<file path="config.mk">
export PLATFORM = sky130hd
export DESIGN_NAME = bit_vector_word_reducer_unit
export DESIGN_NICKNAME = d
export VERILOG_FILES = /design/src/sv/bvwr_pkg.sv /design/src/sv/bvwr_word_scan.sv /design/src/sv/bvwr_accum.sv /design/src/sv/bit_vector_word_reducer_unit.sv
export VERILOG_INCLUDE_DIRS = /design/src /design/src/sv
export SDC_FILE = /design/constraint.sdc
export NUM_CORES = 1
export LEC_CHECK = 0
export ABC_AREA = 1
export BUFFER_PORTS_ARGS = -buffer_cell sky130_fd_sc_hd__buf_4
export CAP_MARGIN = 40
export CORE_ASPECT_RATIO = 0.75
export CORE_MARGIN = 4
export CORE_UTILIZATION = 55
export CTS_BUF_LIST = sky130_fd_sc_hd__clkbuf_4
export DETAILED_ROUTE_END_ITERATION = 6
export GPL_ROUTABILITY_DRIVEN = 1
export GPL_TIMING_DRIVEN = 0
export PLACE_DENSITY = 0.81
export SYNTH_ARGS = -nofsm -noshare
export SYNTH_HDL_FRONTEND = slang
export SYNTH_SLANG_ARGS = --single-unit
</file>
<file path="constraint.sdc">
create_clock -name i_clk -period 8.8 [get_ports i_clk]
set_clock_uncertainty 0.1 [all_clocks]
set_input_delay 0.88 -clock i_clk [delete_from_list [all_inputs] [get_ports i_clk]]
set_output_delay 0.88 -clock i_clk [all_outputs]
set_load 0.005 [all_outputs]
</file>
<file path="src/sv/assert_macros.svh">
// Assertion helpers for the RTL.
`ifndef ASSERT_MACROS_SVH
`define ASSERT_MACROS_SVH

// Same-cycle implication, disabled while reset is asserted.
`define ASSERT_NOW(label, clk, rst_n, ante, cons) \
    label: assert property (@(posedge clk) disable iff (!(rst_n)) (ante) |-> (cons)) \
        else $error("assertion failed");

// Next-cycle implication, disabled while reset is asserted.
`define ASSERT_NEXT(label, clk, rst_n, ante, cons) \
    label: assert property (@(posedge clk) disable iff (!(rst_n)) (ante) |=> (cons)) \
        else $error("assertion failed");

`endif

</file>
<file path="src/sv/bvwr_pkg.sv">
package bvwr_pkg;

    localparam int WORD_BITS = 64;
    localparam int MAX_WORDS = 4096;

    // fixed field widths
    localparam int DATA_W  = 64;
    localparam int BIL_W   = 7;
    localparam int CNT_W   = 19;
    localparam int FIRST_W = 18;

    localparam int LZ_W     = $clog2(WORD_BITS);
    localparam int PAD_BITS = 1 << LZ_W;
    localparam int PC_W     = $clog2(WORD_BITS + 1);
    localparam int POS_W    = $clog2(MAX_WORDS + 1);
    localparam int IDX_W    = POS_W + LZ_W;

    typedef struct packed {
        logic [DATA_W-1:0] data_word;
        logic              last_word;
        logic [BIL_W-1:0]  bits_in_last;
    } t_in_req;

    typedef struct packed {
        logic [CNT_W-1:0]   set_count;
        logic               all_zero;
        logic               one_found;
        logic [FIRST_W-1:0] first_one_index;
    } t_out_req;

    // per-word scan result
    typedef struct packed {
        logic [PC_W-1:0] ones;
        logic            nonzero;
        logic [LZ_W-1:0] lead;
    } t_scan;

    // stage control toward the accumulator
    typedef struct packed {
        logic fire;
        logic last;
    } t_step;

endpackage

</file>
<file path="src/sv/bvwr_word_scan.sv">
// Tail mask, popcount tree and leading-zero tree for one word.
module bvwr_word_scan (
    input  bvwr_pkg::t_in_req i_req,
    output bvwr_pkg::t_scan   o_scan
);

    logic [bvwr_pkg::WORD_BITS-1:0] w_keep;
    logic [bvwr_pkg::WORD_BITS-1:0] w_word;
    logic [bvwr_pkg::PAD_BITS-1:0]  w_pad;
    logic [bvwr_pkg::PC_W-1:0]      w_cnt  [bvwr_pkg::LZ_W+1][bvwr_pkg::PAD_BITS];
    logic                           w_zero [bvwr_pkg::LZ_W+1][bvwr_pkg::PAD_BITS];
    logic [bvwr_pkg::LZ_W-1:0]      w_lz   [bvwr_pkg::LZ_W+1][bvwr_pkg::PAD_BITS];

    always_comb begin
        // a short final word keeps only its top bits
        w_keep = '1;
        if (i_req.last_word && (i_req.bits_in_last != '0) &&
            (i_req.bits_in_last < bvwr_pkg::BIL_W'(bvwr_pkg::WORD_BITS))) begin
            w_keep = ~({bvwr_pkg::WORD_BITS{1'b1}} >> i_req.bits_in_last);
        end
        w_word = i_req.data_word[bvwr_pkg::WORD_BITS-1:0] & w_keep;

        w_pad = '0;
        w_pad[bvwr_pkg::PAD_BITS-1 -: bvwr_pkg::WORD_BITS] = w_word;

        for (int k = 0; k <= bvwr_pkg::LZ_W; k++) begin
            for (int j = 0; j < bvwr_pkg::PAD_BITS; j++) begin
                w_cnt[k][j]  = '0;
                w_zero[k][j] = 1'b1;
                w_lz[k][j]   = '0;
            end
        end

        for (int j = 0; j < bvwr_pkg::PAD_BITS; j++) begin
            w_cnt[0][j]  = bvwr_pkg::PC_W'(w_pad[j]);
            w_zero[0][j] = ~w_pad[j];
        end

        // node 2j+1 is the upper (lower-index) half
        for (int k = 0; k < bvwr_pkg::LZ_W; k++) begin
            for (int j = 0; j < bvwr_pkg::PAD_BITS / 2; j++) begin
                if (j < (bvwr_pkg::PAD_BITS >> (k + 1))) begin
                    w_cnt[k+1][j]  = w_cnt[k][2*j] + w_cnt[k][2*j+1];
                    w_zero[k+1][j] = w_zero[k][2*j] & w_zero[k][2*j+1];
                    if (w_zero[k][2*j+1]) begin
                        w_lz[k+1][j] = bvwr_pkg::LZ_W'(1 << k) | w_lz[k][2*j];
                    end else begin
                        w_lz[k+1][j] = w_lz[k][2*j+1];
                    end
                end
            end
        end

        o_scan.ones    = w_cnt[bvwr_pkg::LZ_W][0];
        o_scan.nonzero = ~w_zero[bvwr_pkg::LZ_W][0];
        o_scan.lead    = w_lz[bvwr_pkg::LZ_W][0];
    end

endmodule

</file>
<file path="src/sv/bvwr_accum.sv">
// Running count, first-one tracking and the result register.
module bvwr_accum (
    input  logic               i_clk,
    input  logic               i_rst_n,
    input  bvwr_pkg::t_step    i_step,
    input  bvwr_pkg::t_scan    i_scan,
    input  logic               i_out_ready,
    output logic               o_out_valid,
    output bvwr_pkg::t_out_req o_out_data,
    output logic               o_out_free
);

    logic [bvwr_pkg::POS_W-1:0]   r_pos,   n_pos;
    logic [bvwr_pkg::CNT_W-1:0]   r_count, n_count;
    logic                         r_seen,  n_seen;
    logic [bvwr_pkg::FIRST_W-1:0] r_first, n_first;
    logic                         r_out_vld;
    bvwr_pkg::t_out_req           r_out,   n_out;

    logic                         w_in_range;
    logic                         w_take_first;
    logic [bvwr_pkg::IDX_W-1:0]   w_idx;

    always_comb begin
        w_in_range   = r_pos < bvwr_pkg::POS_W'(bvwr_pkg::MAX_WORDS);
        w_take_first = w_in_range && !r_seen && i_scan.nonzero;
        w_idx        = bvwr_pkg::IDX_W'(r_pos) * bvwr_pkg::IDX_W'(bvwr_pkg::WORD_BITS)
                     + bvwr_pkg::IDX_W'(i_scan.lead);

        n_count = r_count + (w_in_range ? bvwr_pkg::CNT_W'(i_scan.ones) : '0);
        n_seen  = r_seen | w_take_first;
        n_first = w_take_first ? bvwr_pkg::FIRST_W'(w_idx) : r_first;
        n_pos   = w_in_range ? r_pos + bvwr_pkg::POS_W'(1) : r_pos;

        n_out.set_count       = n_count;
        n_out.all_zero        = ~n_seen;
        n_out.one_found       = n_seen;
        n_out.first_one_index = n_seen ? n_first : '0;
    end

    always_ff @(posedge i_clk) begin
        if (!i_rst_n) begin
            r_pos     <= '0;
            r_count   <= '0;
            r_seen    <= 1'b0;
            r_first   <= '0;
            r_out_vld <= 1'b0;
        end else begin
            if (i_step.fire) begin
                if (i_step.last) begin
                    r_pos   <= '0;
                    r_count <= '0;
                    r_seen  <= 1'b0;
                    r_first <= '0;
                end else begin
                    r_pos   <= n_pos;
                    r_count <= n_count;
                    r_seen  <= n_seen;
                    r_first <= n_first;
                end
            end
            if (i_step.fire && i_step.last) begin
                r_out_vld <= 1'b1;
            end else if (i_out_ready) begin
                r_out_vld <= 1'b0;
            end
        end
    end

    always_ff @(posedge i_clk) begin
        if (i_step.fire && i_step.last) begin
            r_out <= n_out;
        end
    end

    assign o_out_valid = r_out_vld;
    assign o_out_data  = r_out;
    assign o_out_free  = ~r_out_vld | i_out_ready;

endmodule

</file>
<file path="src/sv/bit_vector_word_reducer_unit.sv">
// Bit-vector word reducer. Takes a bit vector as a stream of 64-bit words, lowest
// bit index in bit 63, and on the word flagged last_word (of which only the top
// bits_in_last bits count; 0 or 64 and above means the whole word) returns one result:
// the popcount of the vector, an all-zero flag, a found flag, and the index of
// the first set bit (word number * 64 + leading zeros of that word). Words that
// are not last return nothing. Words past the 4096th add nothing, but a last
// word still closes the vector. Throughput is one word per clock: each word sits
// in an input register, goes through the mask, popcount tree and leading-zero
// tree, and updates the running totals; a result appears on the output in the
// cycle after its last word is taken. The only stall is a last word in the
// input register while the previous result is still held unread in the output
// register.
`include "assert_macros.svh"

module bit_vector_word_reducer_unit (
    input  logic               i_clk,
    input  logic               i_rst_n,
    input  logic               i_in_valid,
    output logic               o_in_ready,
    input  bvwr_pkg::t_in_req  i_in_data,
    output logic               o_out_valid,
    input  logic               i_out_ready,
    output bvwr_pkg::t_out_req o_out_data
);

    // input register
    logic              r_in_vld, n_in_vld;
    bvwr_pkg::t_in_req r_in;

    bvwr_pkg::t_scan   w_scan;
    bvwr_pkg::t_step   w_step;
    logic              w_out_free;
    logic              w_fire;

    // a non-last word never waits on the output side
    assign w_fire      = r_in_vld & (~r_in.last_word | w_out_free);
    assign o_in_ready  = ~r_in_vld | w_fire;
    assign w_step.fire = w_fire;
    assign w_step.last = r_in.last_word;
    assign n_in_vld    = o_in_ready ? i_in_valid : r_in_vld;

    always_ff @(posedge i_clk) begin
        if (!i_rst_n) begin
            r_in_vld <= 1'b0;
        end else begin
            r_in_vld <= n_in_vld;
        end
    end

    always_ff @(posedge i_clk) begin
        if (o_in_ready && i_in_valid) begin
            r_in <= i_in_data;
        end
    end

    bvwr_word_scan u_scan (
        .i_req  (r_in),
        .o_scan (w_scan)
    );

    bvwr_accum u_accum (
        .i_clk       (i_clk),
        .i_rst_n     (i_rst_n),
        .i_step      (w_step),
        .i_scan      (w_scan),
        .i_out_ready (i_out_ready),
        .o_out_valid (o_out_valid),
        .o_out_data  (o_out_data),
        .o_out_free  (w_out_free)
    );

    // flags in a result are always complementary
    `ASSERT_NOW(a_flags_excl, i_clk, i_rst_n, o_out_valid, o_out_data.all_zero != o_out_data.one_found)

    // an empty vector reports zero count and zero index
    `ASSERT_NOW(a_zero_result, i_clk, i_rst_n, o_out_valid && o_out_data.all_zero, (o_out_data.set_count == '0) && (o_out_data.first_one_index == '0))

    // a last word behind an unread result must stall the input side
    `ASSERT_NOW(a_last_stall, i_clk, i_rst_n, r_in_vld && r_in.last_word && o_out_valid && !i_out_ready, !o_in_ready)

    // a last word taken from the input register yields a result next cycle
    `ASSERT_NEXT(a_result_next, i_clk, i_rst_n, w_fire && r_in.last_word, o_out_valid)

endmodule
</file>
# After elaboration in Yosys (flattened, before gate mapping)

Index checks and enable logic that the tools add are counted.

Bits in registers: 164
Bits in latches: 0
RAM bits: 0
Memory bits (read-only): 0
Input bits: 76
Output and inout bits: 41
Word-level logic and storage cells: 305
Memories kept: 0

Add/subtract/negate cells: 66
$mul: 0
Divide/modulo/power cells: 0
$lt $le $gt $ge: 2
Equal/unequal tests: 0
Shift-type cells: 1
Multiplexer cells: 73
Bitwise logic cells: 139
Reductions and logical operators: 11

Operators with widths:

| operator                                                             | number |
|---|---|
| 7-bit adder                                                          | 31 |
| 6-bit 2-to-1 mux                                                     | 15 |
| 1-bit NOT                                                            | 69 |
| 1-bit by 1-bit adder with 2-bit output                               | 32 |
| 1-bit AND                                                            | 64 |
| 64-bit AND                                                           | 1 |
| 64-bit 2-to-1 mux                                                    | 1 |
| 64-bit NOT                                                           | 1 |
| 64-bit by 7-bit right shift with 64-bit output, first input constant | 1 |
| 18-bit 2-to-1 mux                                                    | 2 |
| 1-bit 2-to-1 mux                                                     | 35 |
| 13-bit 2-to-1 mux                                                    | 2 |
| 5-bit 2-to-1 mux                                                     | 4 |
| 19-bit adder                                                         | 1 |
| 19-bit 2-to-1 mux                                                    | 1 |
| 18-bit by 6-bit adder with 18-bit output                             | 1 |
| 2-bit 2-to-1 mux                                                     | 9 |
| 13-bit by 1-bit adder with 13-bit output, second input constant      | 1 |
| 13-bit less-than comparator, second input constant                   | 1 |
| 4-bit 2-to-1 mux                                                     | 2 |
| 7-bit less-than comparator, second input constant                    | 1 |
| 7-bit 2-to-1 mux                                                     | 1 |
| 7-bit nonzero test                                                   | 1 |
| 1-bit logical AND                                                    | 6 |
| 5 further kinds                                                      | 9 |

# Longest topological paths before layout

Word-level depth: 16
Gate-level depth with buffers: 49
Depth with buffers taken out: 47

# Cells and area by module

From an unflattened synthesis, not the netlist that was laid out.

Cells, all modules: 1209
Area, all modules: 10303.6 sq um

By module, submodules not included:

| module                       | instances | cells each | area an instance (sq um) |
|---|---|---|---|
| bvwr_accum                   | 1         | 533        | 4362.9 |
| bvwr_word_scan               | 1         | 595        | 3713.6 |
| bit_vector_word_reducer_unit | 1         | 81         | 2227.1 |

# Worst setup path before layout

No wires, ideal clock.

Kind: register -> register
Start: register r_in[1] (netlist name)
End: register u_accum.r_out, in the netlist u_accum.o_out_data[38] (data pin)
Setup time: 255 ps
Arrival: 7852 ps
Required time: 8445 ps
Slack: 593 ps
Cell stages (with the launch flop): 47
Buffers on the path: 1
Period minus slack after synthesis: 8207 ps
Cell sequence: edfxtp_1 -> nor2_2 -> nand2_2 -> nor2_2 -> nor2_4 -> nand2_1 -> clkbuf_1 -> nand2_1 -> nor2_1 -> ha_1 -> inv_1 -> fa_1 -> inv_1 -> fa_1 -> inv_1 -> fa_1 -> fa_1 -> inv_1 -> [... 11 more ...] -> nor2_1 -> nor2_1 -> nor2_1 -> xor2_1 -> nor2_1 -> ha_1 -> nand2_1 -> nor3_1 -> nand2_1 -> o211ai_1 -> nand2_1 -> nand2_1 -> nand2_1 -> nor3_2 -> nand2_1 -> nor2_1 -> nand2_1 -> and2_1

Word-level cells in the longest chain between the ends: 13

Ends and longest elaborated chain:

| element                                                                                | RTL line                           | RTL |
|---|---|---|
| start, declared                                                                        | bit_vector_word_reducer_unit.sv:28 | `bvwr_pkg::t_in_req r_in;` |
| start signal, assigned                                                                 | bit_vector_word_reducer_unit.sv:52 | `r_in <= i_in_data;` |
| branches (longest 3 deep; another with 64-bit by 7-bit right shift with 64-bit output) | -                                  |  |
| 64-bit 2-to-1 mux (*)                                                                  | bvwr_word_scan.sv:17               | `if (i_req.last_word && (i_req.bits_in_last != '0) &&` |
| 64-bit AND (*)                                                                         | bvwr_word_scan.sv:21               | `w_word = i_req.data_word[bvwr_pkg::WORD_BITS-1:0] & w_keep;` |
| 1-bit by 1-bit adder with 2-bit output                                                 | bvwr_word_scan.sv:43               | `w_cnt[k+1][j] = w_cnt[k][2*j] + w_cnt[k][2*j+1];` |
| 7-bit adder (4 in a row)                                                               | bvwr_word_scan.sv:43               |  |
| 7-bit adder (*)                                                                        | bvwr_word_scan.sv:43               |  |
| 7-bit 2-to-1 mux (*)                                                                   | bvwr_accum.sv:30                   | `n_count = r_count + (w_in_range ? bvwr_pkg::CNT_W'(i_scan.ones) : '0);` |
| 19-bit adder (*)                                                                       | bvwr_accum.sv:30                   |  |
| net u_accum.n_count, one bit                                                           | bvwr_accum.sv:14                   | `logic [bvwr_pkg::CNT_W-1:0] r_count, n_count;` |
| end signal, assigned                                                                   | bvwr_accum.sv:72                   | `r_out <= n_out;` |
| end, declared                                                                          | bvwr_accum.sv:18                   | `bvwr_pkg::t_out_req r_out, n_out;` |

Mark *: on every way through the listed nets, which the timed path passes.
A chain may end at the register's enable or synchronous reset.

# Worst setup path in the final report

Start: register r_in[2] (netlist name)
End: register u_accum.r_out, in the netlist u_accum.o_out_data[38] (data pin)

The elaborated chain is that of the path after synthesis.

==> metrics <==
die height around 130 um; slew margin rel. 41.6%; Least-Margin Pin Slew ~0.9 ns; DP Area 0.0119 mm2; Max clock buf depth 2; worst skew pair latency roughly 0.6 ns; Port Buf Inserts roughly 120; drt total wl between 20000 and 30000 um; Residual DRC 0; Final Hold Fails 0; Synth Flop Type edfxtp_1; Worst path slowest cell fa_2; Critical Path Source Type flop; Ports about 120; worst hold path type in -> reg; R2R Path End u_accum.o_out_data[38]; First-pass DRT Iterations 6; Critical R2R Launch r_in[2]; RSZ-0062 raised after global routing yes; Root Buffer clkbuf_4; Via Count ~8800; EDFF count, synth 111; Initial Util 57.0%; Synth top area share 31.0%; number of warnings issued by yosys 0; clock sinks around 160; post-synthesis net count 1446; WP data required roughly 9.1 ns; TNS Setup 0 ns; WS Path Type reg -> reg; initial antenna violation count 1; Vias/cell ~5.3; Fillers around 1400; CTS Buf Count 17; top post-synthesis cells by count inv_1 (273), nand2_1 (224), nor2_1 (115), edfxtp_1 (111), ha_1 (83); ranking of synthesized cells by area edfxtp_1 (31%), fa_1 (11%), dfxtp_1 (9.9%); f_max roughly 120 MHz; Routed Antenna Nets 0; most frequent cell after synthesis inv_1; Seq cells post-synth 164; Post-Syn Area 0.0107 mm2; Final Setup Violations 0; CP arrival around 9 ns; reg2reg setup slack ~0.16 ns; crit-path max FO 8; slowest stage delay, CP 0.55 ns; Yosys cell types 47; GRT overflow 0; fin nets ~1600; minimum clock period between 8 and 9 ns; sequential area share after synthesis between 40% and 50%; length in cells of the worst reg-to-reg path 45; first-pass GRT wire length between 40000 and 50000 um; vias in the first global route 8145; asr flop ratio synth 0%; share of layout cells above drive strength 1 ~22%; largest area contributor in the synthesized netlist edfxtp_1; worst hold slack ~0.35 ns; Pins Over Slew Limit 0; DPL Wire Length approximately 21000 um; num rows 43; Critical path origin r_in[2]; Die Width approximately 170 um; die area roughly 0.022 mm2; WL per Instance about 17 um; Clock Pin Slew Worst Setup and Hold Paths 0.16 ns; drt first-iter violations approximately 1000; design area about 0.013 mm2; largest net degree at the start of global routing 73; Finished Core Util 67.9%; Final GP Congestion around 1.0; Worst Setup EP u_accum.o_out_data[38]; H-Tree Depth 4; Cells after Synth 1226; Max-cap violations 0; crit end category flop; mean post-synth cell area slightly below 9 um2; all-layer global routing usage about a quarter; Final Cycle Share slightly below 100%; CTS tree built; area grow syn2layout 19.0%; CORE AREA around 0.019 mm2; status completed
worst min-delay path by stage:
| stage | to | cells past startpoint | start | slack (ns) |
|---|---|---|---|---|
| floorplan | u_accum.r_pos[7] | 2 | u_accum.r_pos[7] | 0.33 |
| global placement | u_accum.r_pos[7] | 2 | u_accum.r_pos[7] | 0.35 |
| detailed placement | u_accum.r_pos[7] | 2 | u_accum.r_pos[7] | 0.35 |
| CTS | r_in[31] | 1 | i_in_data[31] | 0.33 |
| global route | r_in[1] | 1 | i_in_data[1] | 0.31 |
| finish | r_in[31] | 1 | i_in_data[31] | 0.35 |
through the flow:
stage | setup WS [ns] | std cells
after floorplan | 0.593 | 1226
final | 0.162 | 1654
after CTS | 0.00280 | 1630
after detailed placement | -0.562 | 1589
after global placement | -0.447 | 1589
after global routing | -0.253 | 1654
layout make-up:
type | count | area, um2 | share of cell area [%]
multi-input cells | 755 | 5480 | 42.9
diodes | 1 | 2.50 | 0.0196
well taps | 247 | 309 | 2.42
repair buffers | 148 | 1130 | 8.86
clock buffers | 18 | 135 | 1.06
plain buffers | 26 | 164 | 1.28
inverters | 281 | 1070 | 8.34
clock inverters | 14 | 100 | 0.783
flip-flops and latches | 164 | 4390 | 34.4
placed cells by master, fill, tap and decap left out, types with 4 or more instances in the layout:
master / synthesis / routed
fa_2: 0 / 8
a21oi_2: 1 / 5
a21oi_1: 56 / 52
clkbuf_1: 13 / 10
nand2_4: 1 / 6
inv_2: 6 / 19
o21ai_1: 8 / 16
clkinvlp_4: 0 / 4
nand4_1: 14 / 14
nor2_1: 115 / 105
ha_4: 0 / 4
clkbuf_4: 0 / 18
nand3_4: 1 / 4
buf_4: 6 / 152
inv_1: 273 / 259
o21ai_0: 53 / 41
dfxtp_1: 53 / 53
xor2_1: 12 / 11
nor2_4: 4 / 13
nand3_2: 5 / 7
nor3_2: 3 / 4
nand3_1: 55 / 50
nand2_1: 224 / 209
nor2_2: 7 / 8
inv_6: 0 / 6
fa_1: 61 / 53
o22ai_1: 13 / 13
o21ai_2: 2 / 5
edfxtp_1: 111 / 111
ha_1: 83 / 77
nand2_2: 5 / 15
xnor2_1: 4 / 4
critical path: cells and delay by family, from the launching register on:
| kind | cells | cell delay (ns) |
|---|---|---|
| xor gates and xnor gates | 1 | 0.17 |
| buffers and inverters | 13 | 1.16 |
| adders and majority gates | 11 | 4.29 |
| and+or+nand+nor | 17 | 1.79 |
| AOI/OAI and AO/OA | 3 | 0.54 |
| DFF | 1 | 0.38 |
cell families (layout without fill, tap and decap cells):
group	Yosys count	in the layout	share of synthesized area, %
xor+xnor	16	16	1.31
other cells	0	1	0
simple gates	448	448	18.2
fa+ha+maj	144	144	21.0
flops	164	164	40.9
buf+inv	307	487	11.1
compound gates	147	147	7.46
registers in the layout, indices dropped and copies added, names as in the netlist:
| name | count |
|---|---|
| u_accum.r_seen | 1 |
| u_accum.r_count | 19 |
| r_in_vld | 1 |
| u_accum.r_pos | 13 |
| u_accum.o_out_valid | 1 |
| r_in | 72 |
| u_accum.o_out_data | 39 |
| u_accum.r_first | 18 |
what timing repair did:
item / 4_1_cts / 5_1_grt
endpoints found under the setup margin: 22 / 23
gates cloned: 0 / 1
buffers inserted: 9 / 22
gates resized for setup: 23 / 98
pin swaps: 5 / 56
hold buffers: 0 / 0
routing by layer:
metal	track usage, %	up-vias	wire [um]
li1	-	4180	-
met1	36.8	4126	12100
met2	35.7	460	11900
met3	6.11	57	2710
met4	8.19	0	668
met5	0	-	0
Power is left out: the tool's default activity adds up to more than one toggle a clock period on the data nets, which glitch-free logic cannot reach.
